### src/rtl/ctm_pkg.sv
// ----------------------------------------------------------------------------
// ctm_pkg
// Shared types and constants of the TCP connection state tracker.
// ----------------------------------------------------------------------------
package ctm_pkg;

  localparam int unsigned KEY_W = 96;
  localparam int unsigned ENT_W = 36;

  localparam logic [15:0] MIN_SEGMENT = 16'd20;

  localparam int unsigned FLAG_FIN_BIT = 0;
  localparam int unsigned FLAG_SYN_BIT = 1;
  localparam int unsigned FLAG_ACK_BIT = 4;

  typedef enum logic [1:0] {
    STATUS_OK    = 2'd0,
    STATUS_SHORT = 2'd1,
    STATUS_FULL  = 2'd2
  } status_e;

  typedef enum logic [3:0] {
    ST_CLOSED       = 4'd0,
    ST_LISTEN       = 4'd1,
    ST_SYN_SENT     = 4'd2,
    ST_SYN_RECEIVED = 4'd3,
    ST_ESTABLISHED  = 4'd4,
    ST_FIN_WAIT_1   = 4'd5,
    ST_FIN_WAIT_2   = 4'd6,
    ST_CLOSE_WAIT   = 4'd7,
    ST_CLOSING      = 4'd8,
    ST_LAST_ACK     = 4'd9,
    ST_TIME_WAIT    = 4'd10
  } conn_state_e;

  typedef struct packed {
    logic done;
    logic hit;
    logic full;
  } scan_res_t;

  typedef struct packed {
    logic        start;
    logic        created;
    logic [31:0] seq;
    logic [7:0]  flags;
  } upd_req_t;

  typedef struct packed {
    logic        done;
    conn_state_e state;
    logic [31:0] ack;
  } upd_res_t;

endpackage

### src/rtl/ctm_key_scan.sv
// ----------------------------------------------------------------------------
// ctm_key_scan
// Connection key memory with fill count; scans filled slots for a match and
// appends new keys at the fill count.
// ----------------------------------------------------------------------------
module ctm_key_scan
  import ctm_pkg::*;
#(
  parameter int unsigned Entries = 16,
  parameter int unsigned IdxW    = 4
) (
  input  logic             clk_i,
  input  logic             rst_ni,
  input  logic             start_i,
  input  logic [KEY_W-1:0] key_i,
  input  logic             ins_i,
  output scan_res_t        res_o,
  output logic [IdxW-1:0]  slot_o
);

  localparam int unsigned Depth = 1 << IdxW;

  logic [KEY_W-1:0] mem [Depth];
  logic [KEY_W-1:0] rdata_q;
  logic [KEY_W-1:0] key_q;
  logic             busy_q;
  logic             pend_q;
  logic [IdxW-1:0]  pend_idx_q;
  logic [IdxW:0]    issue_q;
  logic [IdxW:0]    count_q;
  logic             match;
  logic             more;

  assign match = pend_q && (rdata_q == key_q);
  assign more  = issue_q < count_q;

  always_comb begin
    res_o      = '0;
    res_o.full = (count_q == (IdxW + 1)'(Entries));
    slot_o     = count_q[IdxW-1:0];
    if (busy_q) begin
      if (match) begin
        res_o.done = 1'b1;
        res_o.hit  = 1'b1;
        slot_o     = pend_idx_q;
      end else if (!more) begin
        res_o.done = 1'b1;
      end
    end
  end

  always_ff @(posedge clk_i or negedge rst_ni) begin
    if (!rst_ni) begin
      busy_q     <= 1'b0;
      pend_q     <= 1'b0;
      pend_idx_q <= '0;
      issue_q    <= '0;
      count_q    <= '0;
    end else begin
      if (start_i) begin
        busy_q  <= 1'b1;
        pend_q  <= 1'b0;
        issue_q <= '0;
      end else if (busy_q) begin
        if (match || !more) begin
          busy_q <= 1'b0;
          pend_q <= 1'b0;
        end else begin
          pend_q     <= 1'b1;
          pend_idx_q <= issue_q[IdxW-1:0];
          issue_q    <= issue_q + 1'b1;
        end
      end
      if (ins_i) begin
        count_q <= count_q + 1'b1;
      end
    end
  end

  always_ff @(posedge clk_i) begin
    rdata_q <= mem[issue_q[IdxW-1:0]];
    if (start_i) begin
      key_q <= key_i;
    end
    if (ins_i) begin
      mem[count_q[IdxW-1:0]] <= key_q;
    end
  end

endmodule

### src/rtl/ctm_conn_update.sv
// ----------------------------------------------------------------------------
// ctm_conn_update
// Connection state memory; read-modify-write of one slot per request,
// applying SYN, ACK and FIN in that order.
// ----------------------------------------------------------------------------
module ctm_conn_update
  import ctm_pkg::*;
#(
  parameter int unsigned IdxW = 4
) (
  input  logic            clk_i,
  input  logic            rst_ni,
  input  upd_req_t        req_i,
  input  logic [IdxW-1:0] slot_i,
  output upd_res_t        res_o
);

  localparam int unsigned Depth = 1 << IdxW;

  logic [ENT_W-1:0] mem [Depth];
  logic [ENT_W-1:0] rdata_q;
  logic             rd_q;
  logic             created_q;
  logic [31:0]      seq_q;
  logic [7:0]       flags_q;
  logic [IdxW-1:0]  slot_q;
  conn_state_e      st;
  logic [31:0]      ack;

  always_comb begin
    if (created_q) begin
      st  = ST_CLOSED;
      ack = '0;
    end else begin
      st  = conn_state_e'(rdata_q[ENT_W-1:32]);
      ack = rdata_q[31:0];
    end
    if (flags_q[FLAG_SYN_BIT] && (st == ST_CLOSED || st == ST_LISTEN)) begin
      st  = ST_SYN_RECEIVED;
      ack = seq_q + 32'd1;
    end
    if (flags_q[FLAG_ACK_BIT] && st == ST_SYN_RECEIVED) begin
      st = ST_ESTABLISHED;
    end
    if (flags_q[FLAG_FIN_BIT] && st == ST_ESTABLISHED) begin
      st  = ST_CLOSE_WAIT;
      ack = seq_q + 32'd1;
    end
    res_o.done  = rd_q;
    res_o.state = st;
    res_o.ack   = ack;
  end

  always_ff @(posedge clk_i or negedge rst_ni) begin
    if (!rst_ni) begin
      rd_q <= 1'b0;
    end else begin
      rd_q <= req_i.start;
    end
  end

  always_ff @(posedge clk_i) begin
    rdata_q <= mem[slot_i];
    if (req_i.start) begin
      created_q <= req_i.created;
      seq_q     <= req_i.seq;
      flags_q   <= req_i.flags;
      slot_q    <= slot_i;
    end
    if (rd_q) begin
      mem[slot_q] <= {st, ack};
    end
  end

endmodule

### src/rtl/tcp_connection_state_tracker.sv
// ----------------------------------------------------------------------------
// tcp_connection_state_tracker
// Tracks TCP connection state per four-tuple in a bounded table.
// ----------------------------------------------------------------------------
// One segment request is processed at a time and yields one result. A segment
// under 20 bytes gets a short-segment result without a table lookup. Otherwise
// the key memory is scanned one filled slot per cycle (one read port, registered
// read), then the state memory slot is read, updated and written back. At most
// TABLE_ENTRIES slots are filled; a request with no match on a full table is
// refused. Slots are filled in order and never freed until reset; no clearing
// pass is needed. A finished result waits in the output register while the
// next request is taken.
module tcp_connection_state_tracker
  import ctm_pkg::*;
#(
  parameter int unsigned TABLE_ENTRIES = 16
) (
  input  logic        clk_i,
  input  logic        rst_ni,
  input  logic        in_valid_i,
  output logic        in_stall_o,
  input  logic [31:0] dest_address_i,
  input  logic [15:0] dst_port_i,
  input  logic [31:0] source_address_i,
  input  logic [15:0] source_port_i,
  input  logic [31:0] sequence_number_i,
  input  logic [7:0]  tcp_flags_i,
  input  logic [15:0] segment_length_i,
  output logic        out_valid_o,
  input  logic        out_stall_i,
  output logic [1:0]  status_o,
  output logic [3:0]  slot_index_o,
  output logic        created_o,
  output logic [3:0]  conn_state_o,
  output logic [31:0] ack_value_o
);

  localparam int unsigned IdxW  = (TABLE_ENTRIES > 1) ? $clog2(TABLE_ENTRIES) : 1;
  localparam int unsigned SlotW = (IdxW > 4) ? IdxW : 4;

  typedef enum logic [1:0] {
    S_IDLE,
    S_SCAN,
    S_UPD,
    S_OUT
  } ctl_state_e;

  ctl_state_e       state_q;
  logic             in_accept;
  logic             is_short;
  logic             scan_start;
  logic             ins;
  scan_res_t        scan_res;
  logic [IdxW-1:0]  scan_slot;
  upd_req_t         upd_req;
  upd_res_t         upd_res;
  logic [31:0]      seq_q;
  logic [7:0]       flags_q;
  logic [IdxW-1:0]  slot_q;
  logic             created_q;
  status_e          res_status_q;
  conn_state_e      res_state_q;
  logic [31:0]      res_ack_q;
  logic             out_valid_q;
  logic             out_load;
  logic [SlotW-1:0] slot_ext;
  logic [1:0]       status_q;
  logic [3:0]       slot_out_q;
  logic             created_out_q;
  logic [3:0]       conn_state_q;
  logic [31:0]      ack_out_q;

  assign in_stall_o = (state_q != S_IDLE);
  assign in_accept  = in_valid_i && !in_stall_o;
  assign is_short   = segment_length_i < MIN_SEGMENT;
  assign scan_start = in_accept && !is_short;
  assign ins        = (state_q == S_SCAN) && scan_res.done && !scan_res.hit && !scan_res.full;
  assign out_load   = (state_q == S_OUT) && (!out_valid_q || !out_stall_i);
  assign slot_ext   = SlotW'(slot_q);

  always_comb begin
    upd_req.start   = (state_q == S_SCAN) && scan_res.done && (scan_res.hit || !scan_res.full);
    upd_req.created = !scan_res.hit;
    upd_req.seq     = seq_q;
    upd_req.flags   = flags_q;
  end

  ctm_key_scan #(
    .Entries (TABLE_ENTRIES),
    .IdxW    (IdxW)
  ) u_scan (
    .clk_i   (clk_i),
    .rst_ni  (rst_ni),
    .start_i (scan_start),
    .key_i   ({dest_address_i, source_address_i, dst_port_i, source_port_i}),
    .ins_i   (ins),
    .res_o   (scan_res),
    .slot_o  (scan_slot)
  );

  ctm_conn_update #(
    .IdxW (IdxW)
  ) u_upd (
    .clk_i  (clk_i),
    .rst_ni (rst_ni),
    .req_i  (upd_req),
    .slot_i (scan_slot),
    .res_o  (upd_res)
  );

  always_ff @(posedge clk_i or negedge rst_ni) begin
    if (!rst_ni) begin
      state_q       <= S_IDLE;
      out_valid_q   <= 1'b0;
      seq_q         <= '0;
      flags_q       <= '0;
      slot_q        <= '0;
      created_q     <= 1'b0;
      res_status_q  <= STATUS_OK;
      res_state_q   <= ST_CLOSED;
      res_ack_q     <= '0;
      status_q      <= '0;
      slot_out_q    <= '0;
      created_out_q <= 1'b0;
      conn_state_q  <= '0;
      ack_out_q     <= '0;
    end else begin
      if (out_valid_q && !out_stall_i) begin
        out_valid_q <= 1'b0;
      end
      unique case (state_q)
        S_IDLE: begin
          if (in_accept) begin
            seq_q   <= sequence_number_i;
            flags_q <= tcp_flags_i;
            if (is_short) begin
              res_status_q <= STATUS_SHORT;
              slot_q       <= '0;
              created_q    <= 1'b0;
              res_state_q  <= ST_CLOSED;
              res_ack_q    <= '0;
              state_q      <= S_OUT;
            end else begin
              state_q <= S_SCAN;
            end
          end
        end
        S_SCAN: begin
          if (scan_res.done) begin
            if (scan_res.hit || !scan_res.full) begin
              slot_q    <= scan_slot;
              created_q <= !scan_res.hit;
              state_q   <= S_UPD;
            end else begin
              res_status_q <= STATUS_FULL;
              slot_q       <= '0;
              created_q    <= 1'b0;
              res_state_q  <= ST_CLOSED;
              res_ack_q    <= '0;
              state_q      <= S_OUT;
            end
          end
        end
        S_UPD: begin
          if (upd_res.done) begin
            res_status_q <= STATUS_OK;
            res_state_q  <= upd_res.state;
            res_ack_q    <= upd_res.ack;
            state_q      <= S_OUT;
          end
        end
        S_OUT: begin
          if (out_load) begin
            out_valid_q   <= 1'b1;
            status_q      <= res_status_q;
            slot_out_q    <= slot_ext[3:0];
            created_out_q <= created_q;
            conn_state_q  <= res_state_q;
            ack_out_q     <= res_ack_q;
            state_q       <= S_IDLE;
          end
        end
        default: begin
          state_q <= S_IDLE;
        end
      endcase
    end
  end

  assign out_valid_o  = out_valid_q;
  assign status_o     = status_q;
  assign slot_index_o = slot_out_q;
  assign created_o    = created_out_q;
  assign conn_state_o = conn_state_q;
  assign ack_value_o  = ack_out_q;

endmodule

### config.mk
export PLATFORM = sky130hd
export DESIGN_NAME = tcp_connection_state_tracker
export DESIGN_NICKNAME = d
export VERILOG_FILES = /design/src/rtl/ctm_pkg.sv /design/src/rtl/ctm_key_scan.sv /design/src/rtl/ctm_conn_update.sv /design/src/rtl/tcp_connection_state_tracker.sv
export SDC_FILE = /design/constraint.sdc
export NUM_CORES = 2
export LEC_CHECK = 0
export BUFFER_PORTS_ARGS = -buffer_cell sky130_fd_sc_hd__buf_4
export CORE_MARGIN = 8
export CORE_UTILIZATION = 47
export CTS_CLUSTER_SIZE = 16
export DETAILED_ROUTE_END_ITERATION = 7
export PLACE_DENSITY_LB_ADDON = 0.2
export SETUP_SLACK_MARGIN = 0.02
export SLEW_MARGIN = 40
export SYNTH_ARGS = -nofsm -noshare
export SYNTH_HDL_FRONTEND = slang
export SYNTH_SLANG_ARGS = --single-unit
### constraint.sdc
create_clock -name clk_i -period 25.7 [get_ports clk_i]
set_clock_uncertainty 0.2 [all_clocks]
set_input_delay 2.57 -clock clk_i [delete_from_list [all_inputs] [get_ports clk_i]]
set_output_delay 2.57 -clock clk_i [all_outputs]
set_load 0.01 [all_outputs]
**Yosys cells after proc, flatten, opt, wreduce, memory -nomap -nowiden**

Memories as Yosys holds them, arrays and structs flattened. A register that Yosys moved wholly into a read port is not among the register bits.
Cells that the tools add are included.

- $add $sub $neg: 3
- Magnitude comparators: 2
- Equality and inequality tests: 15
- Multiplexer cells: 61
- Bitwise gates (word level): 2
- Reduce and logical (&&, ||, !) cells: 36

Operator list:

| cell | number |
|---|---|
| 2-to-1 mux 32 bit | 8 |
| == test 96 bit | 1 |
| one-hot mux 32 bit (3 select lines) | 1 |
| 2-to-1 mux 4 bit | 13 |
| adder 32 x 1 -> 32 bit (second input constant) | 1 |
| 2-to-1 mux 2 bit | 11 |
| 2-to-1 mux 1 bit | 20 |
| less-than comparator 16 x 5 -> 1 bit (second input constant) | 1 |
| 2-to-1 mux 5 bit | 3 |
| logical AND 1 bit | 12 |
| inequality test 2 bit (second input constant) | 6 |
| one-hot mux 4 bit (3 select lines) | 1 |
| adder 5 x 1 -> 5 bit (second input constant) | 2 |
| one-hot mux 2 bit (4 select lines) | 1 |
| one-hot mux 4 bit (2 select lines) | 1 |
| AND reduction 4 bit | 2 |
| logical NOT 1 bit | 7 |
| one-hot mux 2 bit (3 select lines) | 1 |
| AND reduction 2 bit | 3 |
| AND reduction 6 bit | 1 |
| nonzero test 2 bit | 3 |
| == test 5 bit (second input constant) | 1 |
| less-than comparator 5 bit | 1 |
| == test 2 bit (second input constant) | 2 |
| other kinds (12) | 16 |

- Register bits: 281
- Memory bits (writable): 2112
- Bits of input ports: 156
- Word-level logic and storage cells: 146
- Memories kept: 2

Memories:

| memory | depth | bits a word | read ports | clocked after Yosys merged registers in | write ports | RTL line | source |
|---|---|---|---|---|---|---|---|
| u_scan.mem | 16 | 96 | 1 | 1 | 1 | ctm_key_scan.sv:23 | `logic [KEY_W-1:0] mem [Depth];` |
| u_upd.mem | 16 | 36 | 1 | 1 | 1 | ctm_conn_update.sv:20 | `logic [ENT_W-1:0] mem [Depth];` |

**Logic depth before layout (Yosys ltp)**

- Depth after elaboration: 13
- Depth in mapped cells: 12
- Depth with buffers taken out: 9

**Hierarchy**

A second synthesis with hierarchy kept.

- Cells, all modules: 4098
- Area, all modules: 94533.2 um2

Modules (own cells, without submodules):

| module | instances | cells an instance | area an instance (um2) | sequential area each (um2) |
|---|---|---|---|---|
| ctm_key_scan | 1 | 2621 | 64571.9 | 51329.2 |
| ctm_conn_update | 1 | 1087 | 24727.5 | 19243.5 |
| tcp_connection_state_tracker | 1 | 390 | 5233.8 | 3228.1 |

**Least setup slack after synthesis**

Ideal clock, no wire load.

- Path type: reg2reg
- Start: register u_scan.key_q[41]
- End: memory u_scan.mem[11][0], enable pin
- Library setup time: 668 ps
- Data arrival time: 9303 ps
- Slack: 15529 ps
- Stages on the path, launching flop included: 10
- Clock period less this slack: 10171 ps
- Cells stage by stage: edfxtp_1 -> nand2b_1 -> nand4_1 -> or4_1 -> or4_1 -> or4_1 -> clkbuf_1 -> a21oi_4 -> nand3_1 -> nor3_1

- Cells in the longest elaborated chain, start to end: 9
- Elaborated cells between the ends (all ways): 11
- Those cells by class: 1 x eq/ne; 5 x mux; 5 x reduce/logical

Ends and longest elaborated chain:

| item | RTL line | source |
|---|---|---|
| start: declaration | ctm_key_scan.sv:25 | `logic [KEY_W-1:0] key_q;` |
| start signal: assignment | ctm_key_scan.sv:83 | `key_q <= key_i;` |
| == test 96 bit (*) | ctm_key_scan.sv:34 | `assign match = pend_q && (rdata_q == key_q);` |
| logical AND 1 bit (*) | ctm_key_scan.sv:34 |  |
| 2-to-1 mux 1 bit | ctm_key_scan.sv:42 | `if (match) begin` |
| 2-to-1 mux 2 bit (*) | ctm_key_scan.sv:41 | `if (busy_q) begin` |
| logical AND 1 bit / logical NOT 1 bit (equally long branches) | tcp_connection_state_tracker.sv:77 | `assign ins = (state_q == S_SCAN) && scan_res.done && !scan_res.hit && !scan_res.full;` |
| logical AND 1 bit (*) (2 in a row) | tcp_connection_state_tracker.sv:77 |  |
| 2-to-1 mux 1 bit (*) | ctm_key_scan.sv:85 | `if (ins_i) begin` |
| 2-to-1 mux 1 bit (not written as such) (*) | ctm_key_scan.sv:86 | `mem[count_q[IdxW-1:0]] <= key_q;` |
| end: declaration | ctm_key_scan.sv:23 |  |

Every way passes the cells marked *; elsewhere a longest branch is shown, timed or not.

**Worst setup path after layout**

- Start: register u_scan.key_q[37]
- End: memory u_scan.mem[12][62], enable pin

Same word-level chain as after synthesis.

==> flow_metrics.env <==
export IMPL_drv_cap=0
export IMPL_rsz0062_at_grt="no"
export IMPL_cts_resized_gates=0
export IMPL_clk_transition_reported_paths_ns=0.06
export IMPL_syn_inst=5891
export IMPL_via_count=59300
export IMPL_synth_seq_cells=2521
export IMPL_crit_path_max_incr_delay_ns=0.75
export IMPL_setup_worst_path_class="register to register"
export IMPL_yosys_cell_types_count=67
export IMPL_initial_core_util=0.473
export IMPL_grt_pass1_vias=60000
export IMPL_clockBufferDepth=4
export IMPL_cts_buffers=283
export IMPL_cts_sinks=2521
export IMPL_die_y_um=486
export IMPL_tightestPinTransition_ns=1.04
export IMPL_gr_total_overflow=0
export IMPL_layout_drive_gt1_share=0.219
export IMPL_status="complete, no violations"
export IMPL_fin_ws_ns=18.77
export IMPL_antenna_found_initial=8
export IMPL_core_area_um2=220000
export IMPL_dieWidth_um=486
export IMPL_ys_flop_type="edfxtp_1"
export IMPL_cts_root_buf="clkbuf_16"
export IMPL_path_buf_inv=2
export IMPL_drc=0
export IMPL_min_path_type="register to register"
export IMPL_place_gp_congestion=0.823
export IMPL_whs_ns=0.225
export IMPL_pin_count=201
export IMPL_crit_arrival_ns=7.25
export IMPL_wl_um=278000
export IMPL_grt_max_degree=210
export IMPL_ant_nets=0
export IMPL_max_freq_mhz=144
export IMPL_ys_warnings_count=0
export IMPL_fill_cells=17200
export IMPL_async_flop_share=0.0559
export IMPL_cp_end_kind="register"
export IMPL_die_area_um2=236000
export IMPL_synth_edf_count=2248
export IMPL_finalNetCount=6157
export IMPL_final_max_slew_violation_count=0
export IMPL_dp_hpwl_um=145000
export IMPL_powerDensity_nw_per_um2=99.3
export IMPL_dpl_worst_slack_ns=18.72
export IMPL_period_needed_ns=6.93
export IMPL_cp_top_family="simple AND/OR/NAND/NOR gates"
export IMPL_wire_per_inst_um=30.4
export IMPL_cts_tree="yes"
export IMPL_timing_final_crit_share=0.270
export IMPL_cpMaxStageDelayCell="buf_4"
export IMPL_first_pass_iters=5
export IMPL_cp_data_required_time_ns=26.02
export IMPL_initialDrtViolationCount=6492
export IMPL_max_slew_margin=0.304
export IMPL_postCtsSetupBuffers=0
export IMPL_rows=172
export IMPL_vias_per_cell=6.48
export IMPL_final_util=0.536
export IMPL_clk_latency_ns=0.96
export IMPL_hold_viol=0
export IMPL_grt_usage=0.228
export IMPL_cp_cell_sequence="xnor2_1 -> nand4_1 -> nor4_4 -> nand4_1 -> or4_1 -> a21oi_4 -> and2_1 -> and3_4 -> buf_4 -> buf_4"
export IMPL_synth_seq_area_share=0.709
export IMPL_synth_area_um2=104000
export IMPL_htree_levels=5
export IMPL_fin_tns_setup_ns=0
export IMPL_syn2layout_area_growth_pct=13.2
export IMPL_ir_worst_vdd_uv=70.5
export IMPL_p_leak_nw=36.6
export IMPL_synth_area_per_cell_um2=17.6
export IMPL_setup_viol=0
export IMPL_start_kind="register"
export IMPL_io_buffers=193
export IMPL_grt_pass1_wl_um=406000
export IMPL_cp_max_fo=36
export IMPL_synthesis_nets=6062
export IMPL_cts_hold_fix_buffers=0
[flip-flops by register name, indices dropped and copies added, names as in the netlist, 32 cells and up]
signal          flops
ack_value_o        32
res_ack_q          32
seq_q              32
u_scan.key_q       96
u_scan.mem       1536
u_scan.rdata_q     96
u_upd.mem         576
u_upd.rdata_q      36
u_upd.seq_q        32
[where the power goes]
part           switching [mW]  total (mW)  leakage [nW]  internal [mW]
Sequential              0.328        5.25          23.3           4.92
Combinational            1.48        2.68          9.16           1.20
Clock                    1.57        3.77          4.17           2.20
[kinds of logic (layout without fill, tap and decap cells)]
family,count (synthesis),count (layout),synth area share
buffers and inverters,590,886,0.0224
other,0,1,0
DFF,2521,2521,0.709
adders and majority gates,15,15,0.00181
AOI/OAI and AO/OA,1095,1095,0.0913
and+or+nand+nor,937,937,0.0474
muxes,631,631,0.120
xor gates and xnor gates,102,102,0.00859
[placed cells by master, fill, tap and decap left out, types with 146 or more instances in the layout]
cell type,instances
nand2b_1,325
o22ai_1,146
a311oi_1,288
nand2_1,368
a2111oi_0,288
edfxtp_1,2248
buf_4,266
mux4_2,480
o311a_1,288
clkbuf_16,288
[layer usage]
layer  part of all wire  track usage
met5                  0            0
met4              0.040       0.0904
met3              0.064       0.0343
met2               0.49        0.372
met1               0.41        0.311
[worst register-to-register path, cell delays in order, from the launching register on]
cell	delay, ns
edfxtp_1	0.63
xnor2_1	0.73
nand4_1	0.25
nor4_4	0.57
nand4_1	0.25
or4_1	0.74
a21oi_4	0.40
and2_1	0.51
and3_4	0.65
buf_4	0.78
buf_4	0.78
[metrics by stage]
step	instances	power (mW)	area (um^2)
after floorplan	5891	7.05	104000
after global placement	8640	7.94	108000
after detailed placement	8654	8.01	109000
after CTS	9140	11.8	118000
after global routing	9146	12.1	118000
final	9146	11.7	118000
[cell type report]
type | count | area (um^2) | share of cell area
Clock inverter | 100 | 774 | 0.00658
Tap cell | 2958 | 3700 | 0.0314
Antenna cell | 1 | 2.50 | 0.0000213
Clock buffer | 386 | 7740 | 0.0658
Inverter | 64 | 253 | 0.00215
Multi-Input combinational cell | 2780 | 28500 | 0.242
Sequential cell | 2521 | 73700 | 0.626
Timing Repair Buffer | 336 | 3050 | 0.0259
[worst paths after layout]
kind / depth (start not counted) / startpoint / slack (ns) / to
worst max-delay path: 10 / u_scan.key_q[37] / 18.77 / u_scan.mem[12][62]
worst min-delay path: 0 / seq_q[27] / 0.22 / u_upd.seq_q[27]
worst max register to register: 10 / u_scan.key_q[37] / 18.77 / u_scan.mem[12][62]
worst min register to register: 0 / seq_q[27] / 0.22 / u_upd.seq_q[27]
max in group asynchronous: 2 / rst_ni / 22.63 / u_scan.issue_q[3]
min in group asynchronous: 1 / rst_ni / 1.46 / seq_q[12]
[synth_stat cells, types with 61 or more instances]
master,number,area share
edfxtp_1,2248,0.65
mux4_2,480,0.10
clkbuf_1,450,0.016
nand2_1,371,0.013
nand2b_1,325,0.020
a2111oi_0,288,0.024
a311oi_1,288,0.024
o311a_1,288,0.028
o22ai_1,146,0.0088
dfrtp_1,141,0.034
dfxtp_1,132,0.025
mux2_2,86,0.0093
xnor2_1,80,0.0067
inv_1,61,0.0022
No activity file was read; power rests on OpenSTA's default activity.
